<file path="src/rtl/rrut_pkg.sv">
`timescale 1ns / 1ps

package rrut_pkg;

	// Event codes carried in the action field of an input beat.
	typedef enum logic [1:0] {
		ACT_TICK  = 2'd0,
		ACT_UNIT  = 2'd1,
		ACT_INDEX = 2'd2,
		ACT_NOP   = 2'd3
	} action_t;

	// Configuration register indexes.
	localparam int CFG_IDX_W = 3;

	typedef enum logic [CFG_IDX_W-1:0] {
		CFG_RING_BASE  = 3'd0,
		CFG_RING_END   = 3'd1,
		CFG_RING_BYTES = 3'd2,
		CFG_UNIT_BYTES = 3'd3,
		CFG_UNIT_COUNT = 3'd4,
		CFG_WARN_LEVEL = 3'd5,
		CFG_WARN_GAP   = 3'd6
	} cfg_reg_t;

	// Width of the unit number as it is reported and stored in the index table.
	localparam int UNIT_W = 6;

	typedef struct packed {
		logic [31:0]       free_bytes;
		logic              overflow;
		logic              almost_full_warn;
		logic              counter_mismatch;
		logic              addr_resynced;
		logic              unit_resynced;
		logic [31:0]       write_addr;
		logic [UNIT_W-1:0] current_unit;
		logic [7:0]        index_slot;
		logic [15:0]       overflow_total;
	} res_t;

endpackage

</file>
<file path="src/rtl/rrut_ram.sv">
`timescale 1ns / 1ps

// Single-port synchronous RAM with a registered read.
module rrut_ram #(
	parameter int WIDTH = 32,
	parameter int DEPTH = 256
) (
	input  logic                     clk,
	input  logic                     we,
	input  logic [$clog2(DEPTH)-1:0] addr,
	input  logic [WIDTH-1:0]         wdata,
	output logic [WIDTH-1:0]         rdata
);

	logic [WIDTH-1:0] mem [DEPTH];
	logic [WIDTH-1:0] rdata_q;

	always_ff @(posedge clk) begin
		if (we) begin
			mem[addr] <= wdata;
		end
		rdata_q <= mem[addr];
	end

	assign rdata = rdata_q;

endmodule

</file>
<file path="src/rtl/rrut_div.sv">
`timescale 1ns / 1ps

// Restoring divider, one quotient bit per cycle. A zero divisor gives a
// quotient of all ones and the dividend as remainder.
module rrut_div #(
	parameter int W = 32
) (
	input  logic         clk,
	input  logic         arst_n,
	input  logic         start,
	input  logic [W-1:0] dividend,
	input  logic [W-1:0] divisor,
	output logic         busy,
	output logic [W-1:0] quotient,
	output logic [W-1:0] remainder
);

	localparam int CW = $clog2(W + 1);

	logic [CW-1:0] cnt_q;
	logic [W-1:0]  rem_q;
	logic [W-1:0]  quo_q;
	logic [W-1:0]  dvs_q;
	logic [W:0]    trial;
	logic          fits;

	assign trial = {rem_q, quo_q[W-1]} - {1'b0, dvs_q};
	assign fits  = ~trial[W];

	always_ff @(posedge clk or negedge arst_n) begin
		if (!arst_n) begin
			cnt_q <= '0;
		end else if (start) begin
			cnt_q <= CW'(W);
		end else if (cnt_q != '0) begin
			cnt_q <= cnt_q - CW'(1);
		end
	end

	always_ff @(posedge clk) begin
		if (start) begin
			rem_q <= '0;
			quo_q <= dividend;
			dvs_q <= divisor;
		end else if (cnt_q != '0) begin
			rem_q <= fits ? trial[W-1:0] : {rem_q[W-2:0], quo_q[W-1]};
			quo_q <= {quo_q[W-2:0], fits};
		end
	end

	assign busy      = (cnt_q != '0);
	assign quotient  = quo_q;
	assign remainder = rem_q;

endmodule

</file>
<file path="src/rtl/record_ring_unit_tracker.sv">
`timescale 1ns / 1ps

// Write-side tracker for a recording ring buffer divided into unit buffers.
// Input beats carry one event: a millisecond tick, a unit-done event with the
// hardware write pointer, hardware buffer counter and reader pointer, or a
// start-code index word. Every accepted beat yields exactly one result beat.
// Both streams use valid and stall; a beat moves when valid is high and
// stall is low. Configuration registers are written on their own valid and
// ready channel, which is always ready, and must only be written while idle.
// Three iterative dividers (32 steps for free space and aligned unit, 9 steps
// for unit wrap) run side by side on a unit-done event; once all of them
// finish, the multiply state, the update state, the state that moves the
// result into the output register and the idle state in which the next beat
// is taken follow in order. The counter wrap comes from a constant table.
// Tick, index and no-op events skip the dividers and the multiply state and
// go from the idle state straight to the update state. The block holds
// one event at a time. A finished result waits in the output register while
// the next event is already accepted; if the receiver still stalls when that
// next result is ready, the block holds it and does not accept further beats.
// Reset clears the pointers, counters and tallies, enables warnings and loads
// the register defaults; the index table is not cleared and needs no sweep.
module record_ring_unit_tracker #(
	parameter int INDEX_DEPTH  = 256,
	parameter int COUNTER_WRAP = 256,
	parameter int MAX_UNITS    = 64
) (
	input  logic                           clk,
	input  logic                           arst_n,
	input  logic                           in_valid,
	output logic                           in_stall,
	input  logic [1:0]                     action,
	input  logic [31:0]                    hw_write_addr,
	input  logic [7:0]                     hw_unit_counter,
	input  logic [31:0]                    reader_addr,
	input  logic [31:0]                    index_word,
	output logic                           out_valid,
	input  logic                           out_stall,
	output logic [31:0]                    free_bytes,
	output logic                           overflow,
	output logic                           almost_full_warn,
	output logic                           counter_mismatch,
	output logic                           addr_resynced,
	output logic                           unit_resynced,
	output logic [31:0]                    write_addr,
	output logic [rrut_pkg::UNIT_W-1:0]    current_unit,
	output logic [7:0]                     index_slot,
	output logic [15:0]                    overflow_total,
	input  logic                           cfg_valid,
	output logic                           cfg_ready,
	input  logic [rrut_pkg::CFG_IDX_W-1:0] cfg_index,
	input  logic [31:0]                    cfg_data
);

	import rrut_pkg::*;

	localparam int IW = $clog2(INDEX_DEPTH);
	localparam int SW = 9;
	localparam logic [8:0]    MAXU_C   = 9'(MAX_UNITS);
	localparam logic [IW-1:0] POS_LAST = IW'(INDEX_DEPTH - 1);

	// Next expected hardware counter for every counter value, that is the
	// value plus one modulo COUNTER_WRAP, built as a constant table.
	typedef logic [255:0][7:0] cnt_tab_t;

	function automatic cnt_tab_t build_cnt_tab();
		cnt_tab_t tab;
		for (int i = 0; i < 256; i++) begin
			tab[i] = 8'((i + 1) % COUNTER_WRAP);
		end
		return tab;
	endfunction

	localparam cnt_tab_t CNT_NEXT = build_cnt_tab();

	typedef enum logic [2:0] {
		ST_IDLE,
		ST_DIV,
		ST_MUL,
		ST_FIN,
		ST_SEND
	} state_t;

	// Configuration registers.
	logic [31:0] ring_base_q;
	logic [31:0] ring_end_q;
	logic [31:0] ring_bytes_q;
	logic [23:0] unit_bytes_q;
	logic [6:0]  unit_count_q;
	logic [31:0] warn_level_q;
	logic [15:0] warn_gap_q;

	// Tracker state.
	state_t      state_q;
	logic [31:0] wp_q;
	logic [6:0]  unit_q;
	logic [7:0]  exp_q;
	logic        warn_en_q;
	logic [31:0] last_warn_q;
	logic [31:0] now_q;
	logic [15:0] tally_q;
	logic [IW-1:0] pos_q;
	logic        out_valid_q;

	// Per-event working registers.
	action_t     act_q;
	logic [31:0] word_q;
	logic        mism_q;
	logic [7:0]  cnt_nxt_q;
	logic [31:0] prod_q;
	logic [31:0] adv_q;
	logic        ovf_q;
	logic        warn_q;
	res_t        res_q;
	res_t        out_q;

	logic in_acc;
	logic div_start;
	logic out_load;
	logic busy_any;

	assign in_stall  = (state_q != ST_IDLE);
	assign in_acc    = in_valid && !in_stall;
	assign div_start = in_acc && (action_t'(action) == ACT_UNIT);
	assign out_load  = (state_q == ST_SEND) && (!out_valid_q || !out_stall);
	assign cfg_ready = 1'b1;

	// Configuration writes. Indexes past the last register are dropped.
	always_ff @(posedge clk or negedge arst_n) begin
		if (!arst_n) begin
			ring_base_q  <= '0;
			ring_end_q   <= '0;
			ring_bytes_q <= 32'd1;
			unit_bytes_q <= 24'd1;
			unit_count_q <= 7'd1;
			warn_level_q <= '0;
			warn_gap_q   <= '0;
		end else if (cfg_valid) begin
			case (cfg_index)
				CFG_RING_BASE:  ring_base_q  <= cfg_data;
				CFG_RING_END:   ring_end_q   <= cfg_data;
				CFG_RING_BYTES: ring_bytes_q <= cfg_data;
				CFG_UNIT_BYTES: unit_bytes_q <= cfg_data[23:0];
				CFG_UNIT_COUNT: unit_count_q <= cfg_data[6:0];
				CFG_WARN_LEVEL: warn_level_q <= cfg_data;
				CFG_WARN_GAP:   warn_gap_q   <= cfg_data[15:0];
				default: begin
				end
			endcase
		end
	end

	// The unit count is clamped to the range one to MAX_UNITS.
	logic [6:0] eff_units;

	always_comb begin
		if (unit_count_q == 7'd0) begin
			eff_units = 7'd1;
		end else if ({2'b00, unit_count_q} > MAXU_C) begin
			eff_units = MAXU_C[6:0];
		end else begin
			eff_units = unit_count_q;
		end
	end

	// Dividers. All three are loaded at the edge that accepts a unit-done beat,
	// so they see the state as it was before the event.
	logic [31:0]   free_dvd;
	logic [31:0]   algn_dvd;
	logic [7:0]    unit_inc;
	logic [SW-1:0] unit_dvd;
	logic [31:0]   free_rem;
	logic [31:0]   algn_quo;
	logic [SW-1:0] unit_rem;
	logic          busy_free;
	logic          busy_algn;
	logic          busy_unit;

	assign free_dvd = reader_addr + ring_bytes_q - (wp_q + 32'd1);
	assign algn_dvd = hw_write_addr - ring_base_q;
	assign unit_inc = {1'b0, unit_q} + 8'd1;
	assign unit_dvd = {1'b0, unit_inc};
	assign busy_any = busy_free || busy_algn || busy_unit;

	rrut_div #(.W(32)) u_div_free (
		.clk       (clk),
		.arst_n    (arst_n),
		.start     (div_start),
		.dividend  (free_dvd),
		.divisor   (ring_bytes_q),
		.busy      (busy_free),
		.quotient  (),
		.remainder (free_rem)
	);

	rrut_div #(.W(32)) u_div_algn (
		.clk       (clk),
		.arst_n    (arst_n),
		.start     (div_start),
		.dividend  (algn_dvd),
		.divisor   ({8'd0, unit_bytes_q}),
		.busy      (busy_algn),
		.quotient  (algn_quo),
		.remainder ()
	);

	rrut_div #(.W(SW)) u_div_unit (
		.clk       (clk),
		.arst_n    (arst_n),
		.start     (div_start),
		.dividend  (unit_dvd),
		.divisor   ({2'b00, eff_units}),
		.busy      (busy_unit),
		.quotient  (),
		.remainder (unit_rem)
	);

	// Multiply stage: aligned offset, pointer advance and the warning checks.
	logic [55:0] prod_full;
	logic [31:0] adv_sum;
	logic [31:0] adv_c;
	logic [31:0] elapsed;
	logic        ovf_c;
	logic        warn_c;

	always_comb begin
		prod_full = algn_quo * unit_bytes_q;
		adv_sum   = wp_q + {8'd0, unit_bytes_q};
		adv_c     = (adv_sum >= ring_end_q) ? ring_base_q : adv_sum;
		elapsed   = now_q - last_warn_q;
		ovf_c     = (free_rem <= {8'd0, unit_bytes_q});
		warn_c    = !ovf_c && (free_rem < warn_level_q) && warn_en_q
			&& (elapsed >= {16'd0, warn_gap_q});
	end

	// Update stage: resync decisions and the result beat.
	logic [31:0]   aligned;
	logic [6:0]    unit_adv;
	logic          unit_rs;
	logic [6:0]    unit_new;
	logic [15:0]   tally_nxt;
	logic [IW+7:0] pos_ext;
	logic [IW-1:0] pos_nxt;
	res_t          fin_res;

	always_comb begin
		aligned   = ring_base_q + prod_q;
		unit_adv  = unit_rem[6:0];
		unit_rs   = (algn_quo != {25'd0, unit_adv});
		unit_new  = unit_rs ? {1'b0, algn_quo[UNIT_W-1:0]} : unit_adv;
		tally_nxt = (ovf_q && (tally_q != 16'hFFFF)) ? tally_q + 16'd1 : tally_q;
		pos_ext   = {8'd0, pos_q};
		pos_nxt   = (pos_q == POS_LAST) ? '0 : pos_q + IW'(1);

		fin_res                = '0;
		fin_res.write_addr     = wp_q;
		fin_res.current_unit   = unit_q[UNIT_W-1:0];
		fin_res.overflow_total = tally_q;
		case (act_q)
			ACT_UNIT: begin
				fin_res.free_bytes       = free_rem;
				fin_res.overflow         = ovf_q;
				fin_res.almost_full_warn = warn_q;
				fin_res.counter_mismatch = mism_q;
				fin_res.addr_resynced    = (aligned != adv_q);
				fin_res.unit_resynced    = unit_rs;
				fin_res.write_addr       = aligned;
				fin_res.current_unit     = unit_new[UNIT_W-1:0];
				fin_res.overflow_total   = tally_nxt;
			end
			ACT_INDEX: begin
				fin_res.index_slot = pos_ext[7:0];
			end
			default: begin
			end
		endcase
	end

	// Index table: picture index word and the unit it arrived in.
	logic ram_we;

	assign ram_we = (state_q == ST_FIN) && (act_q == ACT_INDEX);

	rrut_ram #(
		.WIDTH (32 + UNIT_W),
		.DEPTH (INDEX_DEPTH)
	) u_index_ram (
		.clk   (clk),
		.we    (ram_we),
		.addr  (pos_q),
		.wdata ({word_q, unit_q[UNIT_W-1:0]}),
		.rdata ()
	);

	// Sequencer with the tracker state and the output valid flag.
	always_ff @(posedge clk or negedge arst_n) begin
		if (!arst_n) begin
			state_q     <= ST_IDLE;
			wp_q        <= '0;
			unit_q      <= '0;
			exp_q       <= '0;
			warn_en_q   <= 1'b1;
			last_warn_q <= '0;
			now_q       <= '0;
			tally_q     <= '0;
			pos_q       <= '0;
			out_valid_q <= 1'b0;
		end else begin
			if (out_load) begin
				out_valid_q <= 1'b1;
			end else if (!out_stall) begin
				out_valid_q <= 1'b0;
			end

			case (state_q)
				ST_IDLE: begin
					if (in_acc) begin
						state_q <= div_start ? ST_DIV : ST_FIN;
					end
				end
				ST_DIV: begin
					if (!busy_any) begin
						state_q <= ST_MUL;
					end
				end
				ST_MUL: begin
					state_q <= ST_FIN;
				end
				ST_FIN: begin
					state_q <= ST_SEND;
					case (act_q)
						ACT_TICK: begin
							now_q <= now_q + 32'd1;
						end
						ACT_UNIT: begin
							wp_q    <= aligned;
							unit_q  <= unit_new;
							exp_q   <= cnt_nxt_q;
							tally_q <= tally_nxt;
							if (ovf_q) begin
								warn_en_q <= 1'b0;
							end
							if (warn_q) begin
								last_warn_q <= now_q;
							end
						end
						ACT_INDEX: begin
							pos_q <= pos_nxt;
						end
						default: begin
						end
					endcase
				end
				ST_SEND: begin
					if (out_load) begin
						state_q <= ST_IDLE;
					end
				end
				default: begin
					state_q <= ST_IDLE;
				end
			endcase
		end
	end

	// Payload registers.
	always_ff @(posedge clk) begin
		if (in_acc) begin
			act_q     <= action_t'(action);
			word_q    <= index_word;
			mism_q    <= (hw_unit_counter != exp_q);
			cnt_nxt_q <= CNT_NEXT[hw_unit_counter];
		end
		if (state_q == ST_MUL) begin
			prod_q <= prod_full[31:0];
			adv_q  <= adv_c;
			ovf_q  <= ovf_c;
			warn_q <= warn_c;
		end
		if (state_q == ST_FIN) begin
			res_q <= fin_res;
		end
		if (out_load) begin
			out_q <= res_q;
		end
	end

	assign out_valid        = out_valid_q;
	assign free_bytes       = out_q.free_bytes;
	assign overflow         = out_q.overflow;
	assign almost_full_warn = out_q.almost_full_warn;
	assign counter_mismatch = out_q.counter_mismatch;
	assign addr_resynced    = out_q.addr_resynced;
	assign unit_resynced    = out_q.unit_resynced;
	assign write_addr       = out_q.write_addr;
	assign current_unit     = out_q.current_unit;
	assign index_slot       = out_q.index_slot;
	assign overflow_total   = out_q.overflow_total;

endmodule
</file>
<file path="config.mk">
export PLATFORM = sky130hd
export DESIGN_NAME = record_ring_unit_tracker
export DESIGN_NICKNAME = d
export VERILOG_FILES = /design/src/rtl/rrut_pkg.sv /design/src/rtl/rrut_ram.sv /design/src/rtl/rrut_div.sv /design/src/rtl/record_ring_unit_tracker.sv
export SDC_FILE = /design/constraint.sdc
export NUM_CORES = 2
export LEC_CHECK = 0
export BUFFER_PORTS_ARGS = -buffer_cell sky130_fd_sc_hd__buf_2
export CORE_ASPECT_RATIO = 1.2
export CORE_MARGIN = 2
export CORE_UTILIZATION = 50
export DETAILED_ROUTE_END_ITERATION = 16
export PLACE_DENSITY = 0.64
export SETUP_SLACK_MARGIN = 0.3
export SLEW_MARGIN = 20
export SYNTH_ARGS = -nofsm -noshare
export SYNTH_HDL_FRONTEND = slang
export SYNTH_SLANG_ARGS = --single-unit
</file>
<file path="constraint.sdc">
create_clock -name clk -period 7.6 [get_ports clk]
set_clock_uncertainty 0.1 [all_clocks]
set_input_delay 0.38 -clock clk [delete_from_list [all_inputs] [get_ports clk]]
set_output_delay 0.38 -clock clk [all_outputs]
set_load 0.03 [all_outputs]
</file>
==> flow_metrics.py <==
metrics = {
    "timing": {
        "timing.final.crit_share_pct": 92.47,
        "finalSetupViolations": 0,
        "max_clock_freq_mhz": 142.3,
        "setup_tns_ns": 0,
        "worst_slew_pin_slew_ns": 1.057,
        "worst_slew_margin_rel_pct": 29.31,
        "rsz0062_at_grt": "false",
        "period_minus_slack_ns": 7.028,
        "max_slew_violations": 0,
        "final_hold_viols": 0,
    },
    "clock_tree": {
        "cts.sink_count": 815,
        "htree_levels": 3,
        "clock_path_buffers": 3,
        "clock_tree_from_tritoncts": "built",
        "clockRootBuffer": "sky130_fd_sc_hd__clkbuf_16",
        "cts_inserted_buffers": 88,
        "clock_insertion_delay_worst_skew_ns": 0.71,
        "clkTransAtPathRegs_ns": 0.06,
    },
    "detailed_routing": {
        "drtPass1Iterations": 5,
        "dr_total_vias": 45310,
        "routed_wirelength_mm": 178.0,
        "drc": 0,
        "drt_first_iter_violations": 3397,
        "postRouteAntennaNets": 0,
        "vias_per_cell": 5.582,
        "drt_wl_cell_um": 21.93,
    },
    "cells_and_area": {
        "drive_above_1_share_pct": 10.93,
        "top_register": "res_q",
        "nNetsFinal": 7394,
        "largest_reg_flops": 99,
        "areaGrowthSynthToFinish_pct": 11.29,
        "multi_input_comb_area_um2": 34620,
        "register_area_um2": 22090,
        "fillCellCount": 10640,
    },
    "grt": {
        "pin_count_of_the_biggest_net_entering_global_routing": 98,
        "antenna_found_initial": 19,
        "via_count_of_the_first_global_routing_pass": 44770,
        "grt.total_usage_pct": 28.81,
        "grt_remaining_overflow": 0,
        "first_pass_grt_wire_length_mm": 268.2,
    },
    "logic_synthesis": {
        "syn-cell-area_um2": 60810,
        "area_share_of_the_largest_cell_type_after_synthesis_pct": 20.25,
        "synth_async_sr_flop_share_pct": 40.61,
        "synth_flop_cell": "sky130_fd_sc_hd__edfxtp_1",
        "yosysWarningCount": 0,
        "synth.distinct_cells": 86,
        "synth_edf_count": 410,
        "synth_top_area_cell": "sky130_fd_sc_hd__edfxtp_1",
        "yosys_register_bits": 815,
        "synth-seq-area-share_pct": 36.31,
        "synth.net_count": 7164,
        "count_leader_synth": "sky130_fd_sc_hd__inv_1",
        "synth_top_cells_by_area": "sky130_fd_sc_hd__edfxtp_1, sky130_fd_sc_hd__fa_1, sky130_fd_sc_hd__dfrtp_1",
        "synth.avg_cell_area_um2": 9.849,
        "post_synth_most_frequent_cells": "sky130_fd_sc_hd__inv_1, sky130_fd_sc_hd__nand2_1, sky130_fd_sc_hd__fa_1",
        "synth_cells": 6174,
    },
    "critical_path": {
        "worst-endpoint-required_ns": 7.95,
        "critical_path_arrival_ns": 7.38,
        "start_kind": "register",
        "crit_fanout": 4,
        "worstSetupEndpointType": "register",
        "criticalPathCategory": "reg2reg",
    },
    "min_path": {
        "hp-class": "in2reg",
    },
    "die": {
        "std_cell_rows": 140,
        "die_height_um": 386.0,
        "initial_core_util_pct": 50.24,
        "die_w_um": 322.4,
        "overall_die_area_um2": 124400,
        "io_pins": 248,
        "fp.coreArea_um2": 121000,
    },
    "run": {
        "cap_violations": 0,
    },
    "placed_design": {
        "detailed_place_hpwl_mm": 135.9,
        "portBuffers": 214,
        "place.gp.congestion": 0.9623,
    },
    "status": {
        "run_status": "complete, no violations",
    },
}
==> timing repair <==
item / in CTS / in global routing
pin swaps: 0 / 7
endpoints found under the hold margin: 169 / 0
setup buffers: 3 / 21
setup endpoints to repair: 2 / 17
resized for setup: 3 / 13
hold buffers: 30 / 0
==> cell families (layout without fill, tap and decap cells) <==
logic type,count (synthesis),in the layout,share of synthesized area (%)
AND/OR/NAND/NOR,1732,1732,13.92
multiplexers,211,211,3.796
AO/OA/AOI/OAI,1074,1074,10.94
adder cells (fa/ha/maj),844,844,22.65
buffers and inverters,1120,1424,6.949
other,1,7,0.006167
XOR/XNOR,377,377,5.430
flip-flops,815,815,36.31
==> cell type report <==
cell class / count / area share (%)
clock inverters: 46 / 0.9873
repair buffers: 381 / 3.676
inverters: 879 / 4.887
clock buffers: 118 / 3.602
flip-flops and latches: 815 / 32.64
diodes: 6 / 0.02219
multi-input cells: 4239 / 51.16
well taps: 1633 / 3.019
==> critical path: stages, from the launching register on <==
cell and delay (ns):
sky130_fd_sc_hd__edfxtp_1 0.48, sky130_fd_sc_hd__buf_4 0.19, sky130_fd_sc_hd__and2_1 0.16, sky130_fd_sc_hd__fa_1 0.48, sky130_fd_sc_hd__inv_1 0.06, sky130_fd_sc_hd__fa_1 0.54, sky130_fd_sc_hd__inv_1 0.06, sky130_fd_sc_hd__fa_1 0.43
sky130_fd_sc_hd__ha_1 0.22, sky130_fd_sc_hd__fa_1 0.46, sky130_fd_sc_hd__fa_1 0.56, sky130_fd_sc_hd__inv_1 0.05, sky130_fd_sc_hd__fa_1 0.47, sky130_fd_sc_hd__inv_1 0.04, sky130_fd_sc_hd__ha_1 0.28, sky130_fd_sc_hd__a21o_1 0.16
sky130_fd_sc_hd__a21o_1 0.20, sky130_fd_sc_hd__or4_1 0.43, sky130_fd_sc_hd__o221ai_2 0.21, sky130_fd_sc_hd__o211ai_1 0.16, sky130_fd_sc_hd__nor4_2 0.24, sky130_fd_sc_hd__buf_4 0.16, sky130_fd_sc_hd__o31ai_2 0.06, sky130_fd_sc_hd__buf_4 0.15
sky130_fd_sc_hd__a41oi_2 0.16, sky130_fd_sc_hd__nor2b_1 0.19, sky130_fd_sc_hd__xnor2_1 0.07
==> cell usage in the layout, fill, tap and decap left out, types with 49 or more instances in the layout <==
cell type,count
sky130_fd_sc_hd__edfxtp_1,410
sky130_fd_sc_hd__ha_1,416
sky130_fd_sc_hd__inv_1,877
sky130_fd_sc_hd__nor2_1,251
sky130_fd_sc_hd__and2_1,358
sky130_fd_sc_hd__clkbuf_16,90
sky130_fd_sc_hd__xor2_1,119
sky130_fd_sc_hd__buf_2,213
sky130_fd_sc_hd__nand4_1,54
sky130_fd_sc_hd__nand3_1,71
sky130_fd_sc_hd__fa_1,428
sky130_fd_sc_hd__dfrtp_1,322
sky130_fd_sc_hd__o21a_1,59
sky130_fd_sc_hd__nand2b_1,49
sky130_fd_sc_hd__a21oi_1,227
sky130_fd_sc_hd__mux2_2,157
sky130_fd_sc_hd__o21ai_0,383
sky130_fd_sc_hd__nand2_1,689
sky130_fd_sc_hd__nor3_1,55
sky130_fd_sc_hd__mux2i_1,54
sky130_fd_sc_hd__a211oi_1,62
sky130_fd_sc_hd__a21o_1,107
sky130_fd_sc_hd__dfxtp_1,74
sky130_fd_sc_hd__xnor2_1,258
sky130_fd_sc_hd__buf_4,130
==> layer usage <==
| metal | vias up | track usage, % | wire length, um |
|---|---|---|---|
| met2 | 1451 | 48.00 | 84450 |
| li1 | 21030 | - | - |
| met1 | 22440 | 36.91 | 73450 |
| met5 | - | 0 | 80 |
| met3 | 377 | 4.093 | 10990 |
| met4 | 12 | 13.98 | 9057 |
==> through the flow <==
| step | std cells | hold slack, ns | setup slack, ns | util (%) | cell area, um2 |
|---|---|---|---|---|---|
| global placement | 7892 | 0.3003 | 0.3895 | 52.86 | 63980 |
| global route | 8111 | 0.06611 | 0.2962 | 55.90 | 67660 |
| CTS | 8089 | 0.02664 | 0.2973 | 55.70 | 67420 |
| floorplan | 6174 | -0.01559 | 0.7977 | - | 60810 |
| detailed placement | 7892 | 0.3045 | 0.2802 | 52.86 | 63980 |
| finish | 8117 | 0.08165 | 0.5720 | 55.91 | 67670 |
==> worst paths after layout <==
kind                                        start          endpoint  slack (ns)  cells past startpoint
max in group asynchronous                  arst_n        tally_q[6]        5.70                      3
min in group asynchronous                  arst_n    last_warn_q[0]        0.13                      2
min                                  cfg_data[13]  ring_bytes_q[13]        0.08                      3
min reg2reg                             res_q[85]    free_bytes[18]        0.31                      0
max reg2reg                u_div_algn.quotient[7]        prod_q[28]        0.57                     26
max                        u_div_algn.quotient[7]        prod_q[28]        0.57                     26
Power is left out: the tool's default activity adds up to more than one toggle a clock period on the data nets, which glitch-free logic cannot reach.
